**config.mk**
```make
export PLATFORM = sky130hd
export DESIGN_NAME = sbct_store
export DESIGN_NICKNAME = d
export VERILOG_FILES = /design/src/rtl/core/sbct_pkg.sv /design/src/rtl/core/sbct_store.sv
export SDC_FILE = /design/constraint.sdc
export NUM_CORES = 2
export LEC_CHECK = 0
export BUFFER_PORTS_ARGS = -buffer_cell sky130_fd_sc_hd__buf_2
export CAP_MARGIN = 20
export CORE_UTILIZATION = 50
export CTS_BUF_LIST = sky130_fd_sc_hd__clkbuf_8
export DETAILED_ROUTE_END_ITERATION = 10
export PLACE_DENSITY_LB_ADDON = 0.1
export SLEW_MARGIN = 25
export SYNTH_ARGS = -nofsm -noshare
export SYNTH_HDL_FRONTEND = slang
export SYNTH_SLANG_ARGS = --single-unit
```
**constraint.sdc**
```tcl
create_clock -name clk -period 3.8 [get_ports clk]
set_input_delay 0.76 -clock clk [delete_from_list [all_inputs] [get_ports clk]]
set_output_delay 0.76 -clock clk [all_outputs]
set_load 0.005 [all_outputs]
```
**src/rtl/core/sbct_pkg.sv**
```systemverilog
`timescale 1ns / 1ps
// ----------------------------------------------------------------------------
// sbct_pkg: shared types and constants
// Geometry, request codes and record types of the block cache tag controller.
// ----------------------------------------------------------------------------
package sbct_pkg;

	localparam int NUM_GROUPS = 16;   // power of two: group is the low block bits
	localparam int WAYS       = 4;
	localparam int USAGE_BITS = 16;
	localparam int ENTRIES    = NUM_GROUPS * WAYS;
	localparam int IDX_W      = (ENTRIES > 1) ? $clog2(ENTRIES) : 1;
	localparam int WAY_W      = (WAYS > 1) ? $clog2(WAYS) : 1;
	localparam int GRP_W      = (NUM_GROUPS > 1) ? $clog2(NUM_GROUPS) : 1;
	localparam int TAG_W      = 4;
	localparam int BLK_W      = 32;
	localparam int REQ_W      = 2;
	localparam int OIDX_W     = 6;

	localparam logic [REQ_W-1:0] REQ_ACCESS = 2'd0;
	localparam logic [REQ_W-1:0] REQ_FLUSH  = 2'd1;
	localparam logic [REQ_W-1:0] REQ_WIPE   = 2'd2;

	typedef logic [USAGE_BITS-1:0] usage_t;

	localparam usage_t USAGE_MAX = {USAGE_BITS{1'b1}};

	typedef struct packed {
		logic [TAG_W-1:0] tag;
		logic [BLK_W-1:0] blk;
	} meta_t;

	// compare unit outputs
	typedef struct packed {
		logic tag_eq;
		logic blk_eq;
		logic ge_lo;
		logic le_hi;
		logic lt_min;
	} cmp_t;

	typedef struct packed {
		logic              hit;
		logic [OIDX_W-1:0] entry_index;
		logic              writeback;
		logic [TAG_W-1:0]  wb_tag;
		logic [BLK_W-1:0]  wb_block;
		logic              fill_needed;
	} res_t;

endpackage

```
**src/rtl/core/sbct_store.sv**
```systemverilog
`timescale 1ns / 1ps
// ----------------------------------------------------------------------------
// sbct_store: entry record memory
// Tag/block and usage arrays, one write and one registered read per cycle.
// Usage of a never-written entry reads as zero.
// ----------------------------------------------------------------------------
module sbct_store import sbct_pkg::*; (
	input  logic             clk,
	input  logic             arst_n,
	input  logic             rd_en,
	input  logic [IDX_W-1:0] rd_addr,
	input  logic [IDX_W-1:0] wr_addr,
	input  logic             meta_we,
	input  meta_t            meta_wdata,
	input  logic             usage_we,
	input  usage_t           usage_wdata,
	output meta_t            rd_meta,
	output usage_t           rd_usage
);

	meta_t  meta_mem [ENTRIES];
	usage_t usage_mem [ENTRIES];

	logic [ENTRIES-1:0] init_q;
	logic               rd_init_q;
	meta_t              meta_rd_q;
	usage_t             usage_rd_q;

	always_ff @(posedge clk) begin
		if (meta_we) begin
			meta_mem[wr_addr] <= meta_wdata;
		end
		if (usage_we) begin
			usage_mem[wr_addr] <= usage_wdata;
		end
		if (rd_en) begin
			meta_rd_q  <= meta_mem[rd_addr];
			usage_rd_q <= usage_mem[rd_addr];
		end
	end

	always_ff @(posedge clk or negedge arst_n) begin
		if (!arst_n) begin
			init_q    <= '0;
			rd_init_q <= 1'b0;
		end else begin
			if (usage_we) begin
				init_q[wr_addr] <= 1'b1;
			end
			if (rd_en) begin
				rd_init_q <= init_q[rd_addr];
			end
		end
	end

	assign rd_meta  = meta_rd_q;
	assign rd_usage = rd_init_q ? usage_rd_q : '0;

endmodule

```
# Word-level counts from Yosys, hierarchy flattened
# Memory sizes are Yosys's and may differ from the RTL's. A register that Yosys moved wholly into a read port is not among the register bits.
# Cells that the tools add are included.
[op_classes]
magnitude_cmp = 3
mux = 9
bitwise = 1
n_reduce_logical = 1
[op_table]
columns = ["op", "count"]
rows = [
  ["64-bit bitwise OR", 1],
  ["16-bit 2-to-1 mux", 1],
  ["6-bit by 7-bit less-than comparator with 1-bit output, second input constant", 2],
  ["1-bit binary-select mux with 6-bit select", 1],
  ["1-bit demux with 6-bit select", 1],
  ["6-bit by 1-bit >= comparator with 1-bit output, second input constant", 1],
  ["1-bit 2-to-1 mux", 6],
  ["1-bit logical AND", 1],
]
[totals]
reg_bits = 65
ramBits = 3328
inputBits = 69
out_inout_bits = 52
word_cells = 18
memories = 2
[memory_table]
columns = ["memory", "depth", "word_bits", "read_ports", "rd_ports_with_merged_regs", "wr", "line_no", "source"]
rows = [
  ["meta_mem", 64, 36, 1, 1, 1, "sbct_store.sv:21", "meta_t meta_mem [ENTRIES];"],
  ["usage_mem", 64, 16, 1, 1, 1, "sbct_store.sv:22", "usage_t usage_mem [ENTRIES];"],
]

# Depth between registers and ports, before layout
[logic_depth]
word_depth = 5
mapped_depth = 10

# Worst setup path after synthesis
# No wires, ideal clock.
[synth_path]
kind = "input to register"
startpoint = "in wr_addr[4]"
endpoint = "mem meta_mem[21][0] (netlist bit), enable pin"
setup_time_ps = 429
arrival_ps = 3319
setup_slack_ps = 51
path_stages = 5
n_path_buf = 3
path_cell_list = "clkbuf_1 > or3b_2 > clkbuf_1 > clkbuf_1 > nor2_1"
[synth_lines]
columns = ["element", "line_no", "source"]
rows = [
  ["start: declaration", "sbct_store.sv:12", "input logic [IDX_W-1:0] wr_addr,"],
  ["end: declaration", "sbct_store.sv:21", ""],
]
# Straight into the memory's write port.

# Worst setup path after layout
[layout_path]
startpoint = "reg rd_init_q"
endpoint = "out rd_usage[14]"
[layout_via]
elab_chain_len = 1
[layout_rtl]
columns = ["element", "line_no", "source"]
rows = [
  ["start: declaration", "sbct_store.sv:25", "logic rd_init_q;"],
  ["start signal: assignment", "sbct_store.sv:51", "rd_init_q <= init_q[rd_addr];"],
  ["16-bit 2-to-1 mux", "sbct_store.sv:57", "assign rd_usage = rd_init_q ? usage_rd_q : '0;"],
  ["end: declaration", "sbct_store.sv:18", "output usage_t rd_usage"],
]
# No other way between the ends.

==> impl_metrics.csv <==
group,metric,value,unit
routing,wl_per_cell,36.4,um
cts,htreeDepth,6,
cts,clk_latency,1050,ps
routing,vias_per_cell,6.29,
global_route,grt_max_degree,65,
critical_path,crit_required,3040,ps
critical_path,cp-start-kind,"flop",
routing,drt_iter0_drc,6769,
cts,cts_tree,"done",
outcome,status,"complete, no violations",
finish,drive_above_1_share,0.371,
logic_synthesis,ys.flop_type,"edfxtp_1",
finish,final_common_cell,"edfxtp_1",
logic_synthesis,yosys_warnings,0,
logic_synthesis,synth.avg_cell_area,24.8,um^2
cts,clockRootBuffer,"clkbuf_8",
sta,final.setup.worst_slack,768,ps
placement,pre_cts_ws,130,ps
critical_path,critPathCaptureType,"output port",
placement,port_buffers,120,
sta,tightest_slew,1040,ps
sta,rsz0062_at_grt,"no",
critical_path,crit_fanout,17,
critical_path,arrival,2270,ps
sta,setup_viol,0,
run,drv_cap,0,
power,total_power,75.9,mW
finish,final_cell_mix,"3,380 x edfxtp_1, 1,034 x mux4_2, 587 x clkbuf_8",
sta,slew_violations,0,
logic_synthesis,synth_edf_count,3380,
global_route,grtUsageTotal,0.276,
cts,cts_max_path_buffers,4,
floorplan,row_count,187,
global_route,grt_overflow_total,0,
routing,dr.pass1.iters,5,
cts,cts.clk_slew.worst_paths,60,ps
routing,wl,361000,um
power,power_leakage,48.0,nW
cts,post-cts-setup-buffers,0,
floorplan,dieHeight,513,um
sta,fmax,330,MHz
routing,drc,0,
floorplan,dieArea,263000,um^2
finish,final_nets,6157,
global_route,antenna_found_initial,30,
finish,syn_to_final_growth,14.5,%
routing,ant_nets,0,
sta,fin_crit,3030,ps
placement,dp.cells,8916,
cts,cts_buffers,567,
cts,cts_num_sinks,3445,
logic_synthesis,ys_seq_elements,3445,
placement,globalplace.congestion,0.781,
sta,fin_crit_sh,0.798,
finish,final_cell_count_no_fill,9926,
power,peakVddDrop,455,uV
logic_synthesis,syn-num-nets,5345,
logic_synthesis,syn-cell-area,131000,um^2
critical_path,crit_type,"flop to output port",
placement,hpwl,199000,um
floorplan,io_pins,121,
floorplan,core-area,260000,um^2
sta,setup_tns,0,ps
sta,slew-limit-headroom,0.304,
floorplan,start_util,0.503,
power,p_per_area,507,nW/um^2
logic_synthesis,ys_types,29,
sta,hold_violations,0,
sta,finalClockSkew,51.7,ps
logic_synthesis,synthCells,5276,
cts,post_cts_resize_count,0,
global_route,grt_pass1_wl,501000,um
logic_synthesis,yosysSeqAreaShare,0.789,
global_route,grt_pass1_vias,64000,
finish,nFillCells,18900,
cts,ctsHoldBuffers,1,
floorplan,die_x,513,um
min_path,holdCritPathClass,"input port to flop",
routing,vias,62400,
logic_synthesis,async_flop_share,0.0189,
## sequential cells by signal, summed over array words and instances, names as in the netlist
register    cells
meta_mem     2304
usage_mem    1024
init_q         64
rd_meta        36
usage_rd_q     16
rd_init_q       1
## worst paths after layout
kind                                            startpoint                         to  slack (ps)  cells past startpoint
max in group asynchronous                           arst_n     init_q[19]$_DFFE_PN0P_        2590                      3
worst min-delay path                         meta_wdata[9]  meta_mem[34][9]$_DFFE_PP_         140                      1
worst min register to register      init_q[39]$_DFFE_PN0P_     init_q[39]$_DFFE_PN0P_         460                      1
worst max register to register  meta_mem[23][35]$_DFFE_PP_      rd_meta[35]$_DFFE_PP_        1320                      6
worst max-delay path                 rd_init_q$_DFFE_PN0P_               rd_usage[14]         770                      2
min in group asynchronous                           arst_n     init_q[35]$_DFFE_PN0P_         420                      2
## per-layer routing
layer	share of wire	vias to the layer above	track usage
li1	-	24600	-
met1	0.38	34500	0.365
met2	0.51	2731	0.467
met3	0.074	574	0.0516
met4	0.032	12	0.0884
met5	0.00021	-	0
## final cells by class
type,count,area (um^2),share of cell area
diodes,14,35.0,0.000234
inverters,3,11.3,0.0000752
clock inverters,404,1990,0.0133
clock buffers,587,8080,0.0540
repair buffers,524,5230,0.0349
flip-flops and latches,3445,103000,0.689
multi-input cells,1547,26900,0.180
well taps,3402,4260,0.0284
## kinds of logic after synthesis
family	Yosys count	synth area share
flip-flops	3445	0.789
multiplexers	1077	0.181
AND/OR/NAND/NOR	334	0.0121
buffers and inverters	284	0.00972
AO/OA/AOI/OAI	136	0.00778
## worst max-delay path: stages (launching register included)
cell and delay, ps:
dfrtp_1 810, and2_1 300, buf_2 140
## stage by stage
stage | hold slack, ps | instance area [um^2] | util
floorplan | 434 | 131000 | -
global placement | 445 | 139000 | 0.537
detailed placement | 450 | 139000 | 0.537
CTS | 259 | 149000 | 0.575
global route | 88.6 | 150000 | 0.576
finish | 140 | 150000 | 0.576
## synthesized netlist by cell type, types with 23 or more instances
| master | n | area, um^2 |
|---|---|---|
| nor2_1 | 137 | 514 |
| a211oi_1 | 23 | 173 |
| dfrtp_1 | 65 | 1630 |
| nand2_1 | 64 | 240 |
| edfxtp_1 | 3380 | 101000 |
| and2_1 | 25 | 156 |
| buf_2 | 115 | 576 |
| or2_2 | 65 | 407 |
| a22oi_1 | 80 | 601 |
| mux4_2 | 1034 | 23300 |
| clkbuf_1 | 135 | 507 |
| mux2i_1 | 43 | 430 |
## power breakdown
part	switching (mW)	internal [mW]	total [mW]
Sequential	0.209	42.2	42.4
Clock	14.6	14.8	29.4
Combinational	2.32	1.76	4.07
Total	17.1	58.8	75.9
Note: power is estimated with default switching activity, not from simulation.
