## src/rtl/core/sbct_pkg.sv

```systemverilog
`timescale 1ns / 1ps
// ----------------------------------------------------------------------------
// sbct_pkg: shared types and constants
// Geometry, request codes and record types of the block cache tag controller.
// ----------------------------------------------------------------------------
package sbct_pkg;

	localparam int NUM_GROUPS = 16;   // power of two: group is the low block bits
	localparam int WAYS       = 4;
	localparam int USAGE_BITS = 16;
	localparam int ENTRIES    = NUM_GROUPS * WAYS;
	localparam int IDX_W      = (ENTRIES > 1) ? $clog2(ENTRIES) : 1;
	localparam int WAY_W      = (WAYS > 1) ? $clog2(WAYS) : 1;
	localparam int GRP_W      = (NUM_GROUPS > 1) ? $clog2(NUM_GROUPS) : 1;
	localparam int TAG_W      = 4;
	localparam int BLK_W      = 32;
	localparam int REQ_W      = 2;
	localparam int OIDX_W     = 6;

	localparam logic [REQ_W-1:0] REQ_ACCESS = 2'd0;
	localparam logic [REQ_W-1:0] REQ_FLUSH  = 2'd1;
	localparam logic [REQ_W-1:0] REQ_WIPE   = 2'd2;

	typedef logic [USAGE_BITS-1:0] usage_t;

	localparam usage_t USAGE_MAX = {USAGE_BITS{1'b1}};

	typedef struct packed {
		logic [TAG_W-1:0] tag;
		logic [BLK_W-1:0] blk;
	} meta_t;

	// compare unit outputs
	typedef struct packed {
		logic tag_eq;
		logic blk_eq;
		logic ge_lo;
		logic le_hi;
		logic lt_min;
	} cmp_t;

	typedef struct packed {
		logic              hit;
		logic [OIDX_W-1:0] entry_index;
		logic              writeback;
		logic [TAG_W-1:0]  wb_tag;
		logic [BLK_W-1:0]  wb_block;
		logic              fill_needed;
	} res_t;

endpackage

```

## src/rtl/core/sbct_cmp.sv

```systemverilog
`timescale 1ns / 1ps
// ----------------------------------------------------------------------------
// sbct_cmp: shared compare unit
// Tests one entry record against the request: tag and block match, range
// bounds, and usage against the running minimum.
// ----------------------------------------------------------------------------
module sbct_cmp import sbct_pkg::*; (
	input  meta_t            meta,
	input  usage_t           usage,
	input  logic [TAG_W-1:0] tag,
	input  logic [BLK_W-1:0] lo,
	input  logic [BLK_W-1:0] hi,
	input  usage_t           vmin,
	output cmp_t             res
);

	assign res.tag_eq = (meta.tag == tag);
	assign res.blk_eq = (meta.blk == lo);
	assign res.ge_lo  = (meta.blk >= lo);
	assign res.le_hi  = (meta.blk <= hi);
	assign res.lt_min = (usage < vmin);

endmodule

```

## config.mk

```make
export PLATFORM = sky130hd
export DESIGN_NAME = sbct_cmp
export DESIGN_NICKNAME = d
export VERILOG_FILES = /design/src/rtl/core/sbct_pkg.sv /design/src/rtl/core/sbct_cmp.sv
export SDC_FILE = /design/constraint.sdc
export NUM_CORES = 1
export LEC_CHECK = 0
export BUFFER_PORTS_ARGS = -buffer_cell sky130_fd_sc_hd__buf_4
export CORE_AREA = 5 5 89 91
export DETAILED_ROUTE_END_ITERATION = 8
export DIE_AREA = 0 0 94 96
export GPL_ROUTABILITY_DRIVEN = 0
export PLACE_DENSITY = 0.7
export SYNTH_ARGS = -nofsm -noshare
export SYNTH_HDL_FRONTEND = slang
export SYNTH_SLANG_ARGS = --single-unit
```

## constraint.sdc

```tcl
create_clock -name vclk -period 3.9
set_clock_uncertainty 0.05 [all_clocks]
set_input_delay 0.78 -clock vclk [all_inputs]
set_output_delay 0.78 -clock vclk [all_outputs]
set_load 0.01 [all_outputs]
```

# Word-level counts from Yosys, hierarchy flattened
# Cells that the tools add are included.
[op_classes]
n_eq_ne = 2
order_cmp = 3
[op_table]
columns = ["cell", "count"]
rows = [
  ["$eq 32x32->1", 1],
  ["$ge 32x32->1", 1],
  ["$le 32x32->1", 1],
  ["$lt 16x16->1", 1],
  ["$eq 4x4->1", 1],
]
[word_totals]
ff_bits = 0

# Longest topological paths before layout
# Gate-level depths: netlist of run 1.
[depth]
word_depth = 1
depth_mapped = 7
ltp_nobuf = 7

# Least setup slack after synthesis of run 1
# OpenSTA, ideal clock, no wires.
[synth_path]
path_type = "input port to output port"
startpoint = "input port lo[13]"
endpoint = "output port res[2] (netlist bit)"
n_path_buf = 0
required_time_ns = 3.070
stages = 6
slack_ns = 0.743
t_arrival_ns = 2.327
path_cell_list = "inv_1 -> ha_1 -> a21o_1 -> a221o_1 -> a221o_1 -> or4_1"
[synth_lines]
columns = ["element", "line_no", "rtl"]
rows = [
  ["from (decl)", "sbct_cmp.sv:11", "input logic [BLK_W-1:0] lo,"],
  ["to (decl)", "sbct_cmp.sv:14", "output cmp_t res"],
]

==> results of run 1 <==
## synthesized netlist by cell type, drive strengths merged
library cell / count / area [µm²]
nor2: 10 / 37.5
inv: 79 / 297
a21o: 5 / 37.5
o31ai: 2 / 15.0
a211oi: 2 / 15.0
o21ai: 10 / 50.0
or4: 2 / 15.0
a2111oi: 1 / 8.76
ha: 79 / 988
a221oi: 5 / 43.8
a311oi: 1 / 8.76
o21a: 1 / 7.51
nand2: 14 / 52.6
nand4: 14 / 87.6
and4: 4 / 35.0
and2: 1 / 8.76
nor4bb: 1 / 10.0
nor3: 3 / 15.0
a2111o: 1 / 11.3
xor2: 4 / 35.0
a31oi: 1 / 6.26
nand4bb: 1 / 11.3
a221o: 2 / 20.0
nor4: 2 / 12.5
o211ai: 1 / 7.51
nand2b: 3 / 18.8
nor2b: 1 / 6.26
a21oi: 24 / 120
o22ai: 1 / 6.26
nand3: 6 / 30.0
## power groups by stage
| stage | combinational [µW] | sequential, µW | clock [µW] |
|---|---|---|---|
| after floorplan | 145 | 0 | 0 |
| after global placement | 293 | 0 | 0 |
| after detailed placement | 301 | 0 | 0 |
| after CTS | 303 | 0 | 0 |
| after global routing | 344 | 0 | 0 |
| final | 298 | 0 | 0 |
## worst max-delay path: cells and delay by family
kind / cells / cell delay (ns)
compound gates: 3 / 0.85
simple gates: 1 / 0.42
fa+ha+maj: 1 / 0.32
buf+inv: 2 / 0.28
## area by class of cell
cell class	instances	area, µm²	area share
multi-input cells	202	1720	0.538
inverters	79	297	0.0927
well taps	99	124	0.0387
repair buffers	141	1060	0.331
## layer usage
metal,part of all wire,up-vias
li1,-,1273
met1,0.41,1022
met2,0.53,60
met3,0.053,4
met4,0.0079,0
met5,0,-
## stage by stage
| stage | instances | area (µm²) |
|---|---|---|
| 2_1_floorplan | 281 | 2020 |
| 3_3_place_gp | 521 | 3200 |
| 3_5_place_dp | 521 | 3200 |
| 4_1_cts | 521 | 3200 |
| 5_1_grt | 521 | 3200 |
| 6_report | 521 | 3200 |
## final timing paths
kind  endpoint  slack (ns)  cells past startpoint
max     res[2]        0.42                      7
min     res[4]        1.91                      4
## cells by family after synthesis
| family | Yosys count | share of synthesized area |
|---|---|---|
| AO/OA/AOI/OAI | 57 | 0.177 |
| AND/OR/NAND/NOR | 62 | 0.169 |
| XOR/XNOR | 4 | 0.0174 |
| adder cells (fa/ha/maj) | 79 | 0.490 |
| buffers and inverters | 79 | 0.147 |
==> results_dict.tcl, run 1 <==
set metrics [dict create \
    status "finished, final reports clean" \
    cp_max_fo 2 \
    layout_commonest_cell "buf_4" \
    drc 0 \
    p_seq_frac 0 \
    areaGrowthSynthToFinish_pct 58.6 \
    crit_path_end_kind "output port" \
    fillers 737 \
    die_x_um 94 \
    slowest_delay_ns 0.42 \
    powerDensity_mw_per_mm2 93.1 \
    final_cell_mix "141 x buf_4, 79 x inv_1, 79 x ha_1" \
    peakVddDrop_uv 38.2 \
    p_switching_uw 124 \
    power.leakage_uw 0.00195 \
    drt_iter0_drc 35 \
    die_area_mm2 0.00902 \
    min_period_over_period 0.891 \
    setup_viol_count_final 0 \
    max-cap-violations 0 \
    firstDrtPassIters 4 \
    required_ns 3.07 \
    ios 141 \
    hold_viol_final 0 \
    p_comb_frac 1.000 \
    cts_resized 0 \
    tightestPinTransition_ns 0.382 \
    start_util 0.286 \
    yosysSeqAreaShare 0 \
    grt_use_met2 0.256 \
    hold_slack_ns 1.91 \
    dp_hpwl_mm 5.98 \
    die_y_um 96 \
    post_cts_buffers 0 \
    vias 2359 \
    use_met3 0.0172 \
    final_util 0.453 \
    yosysUniqueCellTypes 31 \
    ys_warn_count 0 \
    rows 31 \
    power_uw 298 \
    seq_cell_count 0 \
    hold_path_class "in -> out" \
    fin_nets 639 \
    hold_start "tag[3]" \
    grt-busiest-layer "met2" \
    cts.hold.buffers_added 0 \
    antenna_cells 0 \
    period_minus_slack_ns 3.48 \
    grt_first_pass_wirelength_mm 9.74 \
    swShare 0.416 \
    regArea_um2 0 \
    layout_setup_ws_ns 0.423 \
    core_area_mm2 0.00706 \
    cp-start-kind "primary input" \
    drv_slew 0 \
    grt_usage 0.128 \
    viasPerCell 4.53 \
    path_class "in -> out" \
    clkPwrFrac 0 \
    use_met1 0.148 \
    p_int_uw 174 \
    grt_pass1_vias 2435 \
    synth_fp_nets 496 \
    detail_route.wirelength_mm 6.09 \
    portBuffers 141 \
    synthCells 281 \
    drive_gt1_frac 0.336 \
    critPathArrivalTime_ns 2.65 \
    antenna_found_initial 0 \
    setup_tns_ns 0 \
    overflow 0 \
    slew_headroom 0.742 \
    post_drt_wl_per_cell_um 11.7 \
    crit_chain "buf_4 > ha_1 > a21o_1 > a221o_1 > a221o_1 > or4_1 > buf_4" \
    fmax_ghz 0.288 \
    clockBufferCount 0 \
    ant_nets 0 \
    cpMaxStageDelayCell "or4_1" \
    dp_slack_ns 0.424 \
    syn_area_mm2 0.00202 \
    cp-startpoint "meta[13]" \
    rsz0062_at_grt "false" \
    grt_start_max_net_pins 5 \
    syn-mean-instance-area_um2 7.18 \
]
No activity file was read; power rests on OpenSTA's default activity.
==> run 2: changes to the inputs <==
CORE_AREA = 2 2 86 88   (was 5 5 89 91)
DIE_AREA = 0 0 88 90   (was 0 0 94 96)
==> results_dict.tcl, run 2 (synthesis results as in run 1) <==
set metrics [dict create \
    setup_tns_ns 0 \
    vias 2357 \
    grt_pass1_vias 2404 \
    cp-startpoint "meta[13]" \
    core_area_mm2 0.00702 \
    fillers 700 \
    max-cap-violations 0 \
    grt_usage 0.140 \
    post_drt_wl_per_cell_um 11.1 \
    fin_area_mm2 0.00320 \
    grt_start_max_net_pins 5 \
    rsz0062_at_grt "false" \
    clockBufferCount 0 \
    critPathArrivalTime_ns 2.62 \
    regArea_um2 0 \
    rows 31 \
    drt_iter0_drc 31 \
    path_class "in -> out" \
    antenna_cells 0 \
    power.leakage_uw 0.00195 \
    drv_slew 0 \
    viasPerCell 4.52 \
    areaGrowthSynthToFinish_pct 58.6 \
    powerDensity_mw_per_mm2 93.0 \
    hold_start "usage[15]" \
    detail_route.wirelength_mm 5.77 \
    start_util 0.287 \
    antenna_found_initial 0 \
    tightestPinTransition_ns 0.388 \
    grt_first_pass_wirelength_mm 9.52 \
    final_cell_mix "141 x buf_4, 79 x inv_1, 79 x ha_1" \
    cts.hold.buffers_added 0 \
    fin_nets 639 \
    drc 0 \
    ios 141 \
    status "finished, final reports clean" \
    cts_resized 0 \
    crit_path_end_kind "output port" \
    die_area_mm2 0.00792 \
    multi_input_area_mm2 0.00172 \
    ant_nets 0 \
    dpl-instance-area_mm2 0.00320 \
    fmax_ghz 0.290 \
    period_minus_slack_ns 3.45 \
    required_ns 3.07 \
    hold_path_class "in -> out" \
    peakVddDrop_uv 36.3 \
    hold_viol_final 0 \
    cp_max_fo 2 \
    portBuffers 141 \
    layout_commonest_cell "buf_4" \
    die_x_um 88 \
    drive_gt1_frac 0.336 \
    overflow 0 \
    dp_hpwl_mm 5.58 \
    min_period_over_period 0.884 \
    post_cts_buffers 0 \
    seq_cell_count 0 \
    die_y_um 90 \
    firstDrtPassIters 4 \
    setup_viol_count_final 0 \
    cp-start-kind "primary input" \
    slew_headroom 0.738 \
]
-- run 2: cell counts in the layout (fill, tap and decap cells not counted) --
Identical to the previous run, type by type.
-- run 2: where the power goes --
part | total [µW] | switching [µW] | internal (µW)
combinational | 298 | 123 | 174
sequential | 0 | 0 | 0
clock | 0 | 0 | 0
-- run 2: final cells by class --
cell class                      instances  share of cell area
Timing Repair Buffer                  141               0.331
Tap cell                               99              0.0387
Multi-Input combinational cell        202               0.538
Inverter                               79              0.0927
-- run 2: per-stage QoR --
step	utilization	setup WS [ns]	power, µW	hold slack [ns]	std cells
after global routing	0.456	0.294	344	1.92	521
after floorplan	-	0.743	145	1.69	281
after global placement	0.456	0.481	292	1.90	521
after CTS	0.456	0.446	303	1.91	521
final	0.456	0.452	298	1.90	521
after detailed placement	0.456	0.440	301	1.91	521
-- run 2: worst paths after layout --
check	end	slack, ns	cells after the start
worst max-delay path	res[2]	0.45	7
worst min-delay path	res[0]	1.90	4
-- run 2: layer usage --
layer | track usage | vias up | part of all wire
li1 | - | 1272 | -
met1 | 0.176 | 1016 | 0.43
met2 | 0.266 | 65 | 0.51
met3 | 0.00918 | 4 | 0.055
met4 | 0.00897 | 0 | 0.0080
met5 | 0 | - | 0
-- run 2: critical path, stage by stage --
cell	delay (ns)
buf_4	0.11
ha_1	0.30
a21o_1	0.18
a221o_1	0.32
a221o_1	0.34
or4_1	0.41
buf_4	0.16
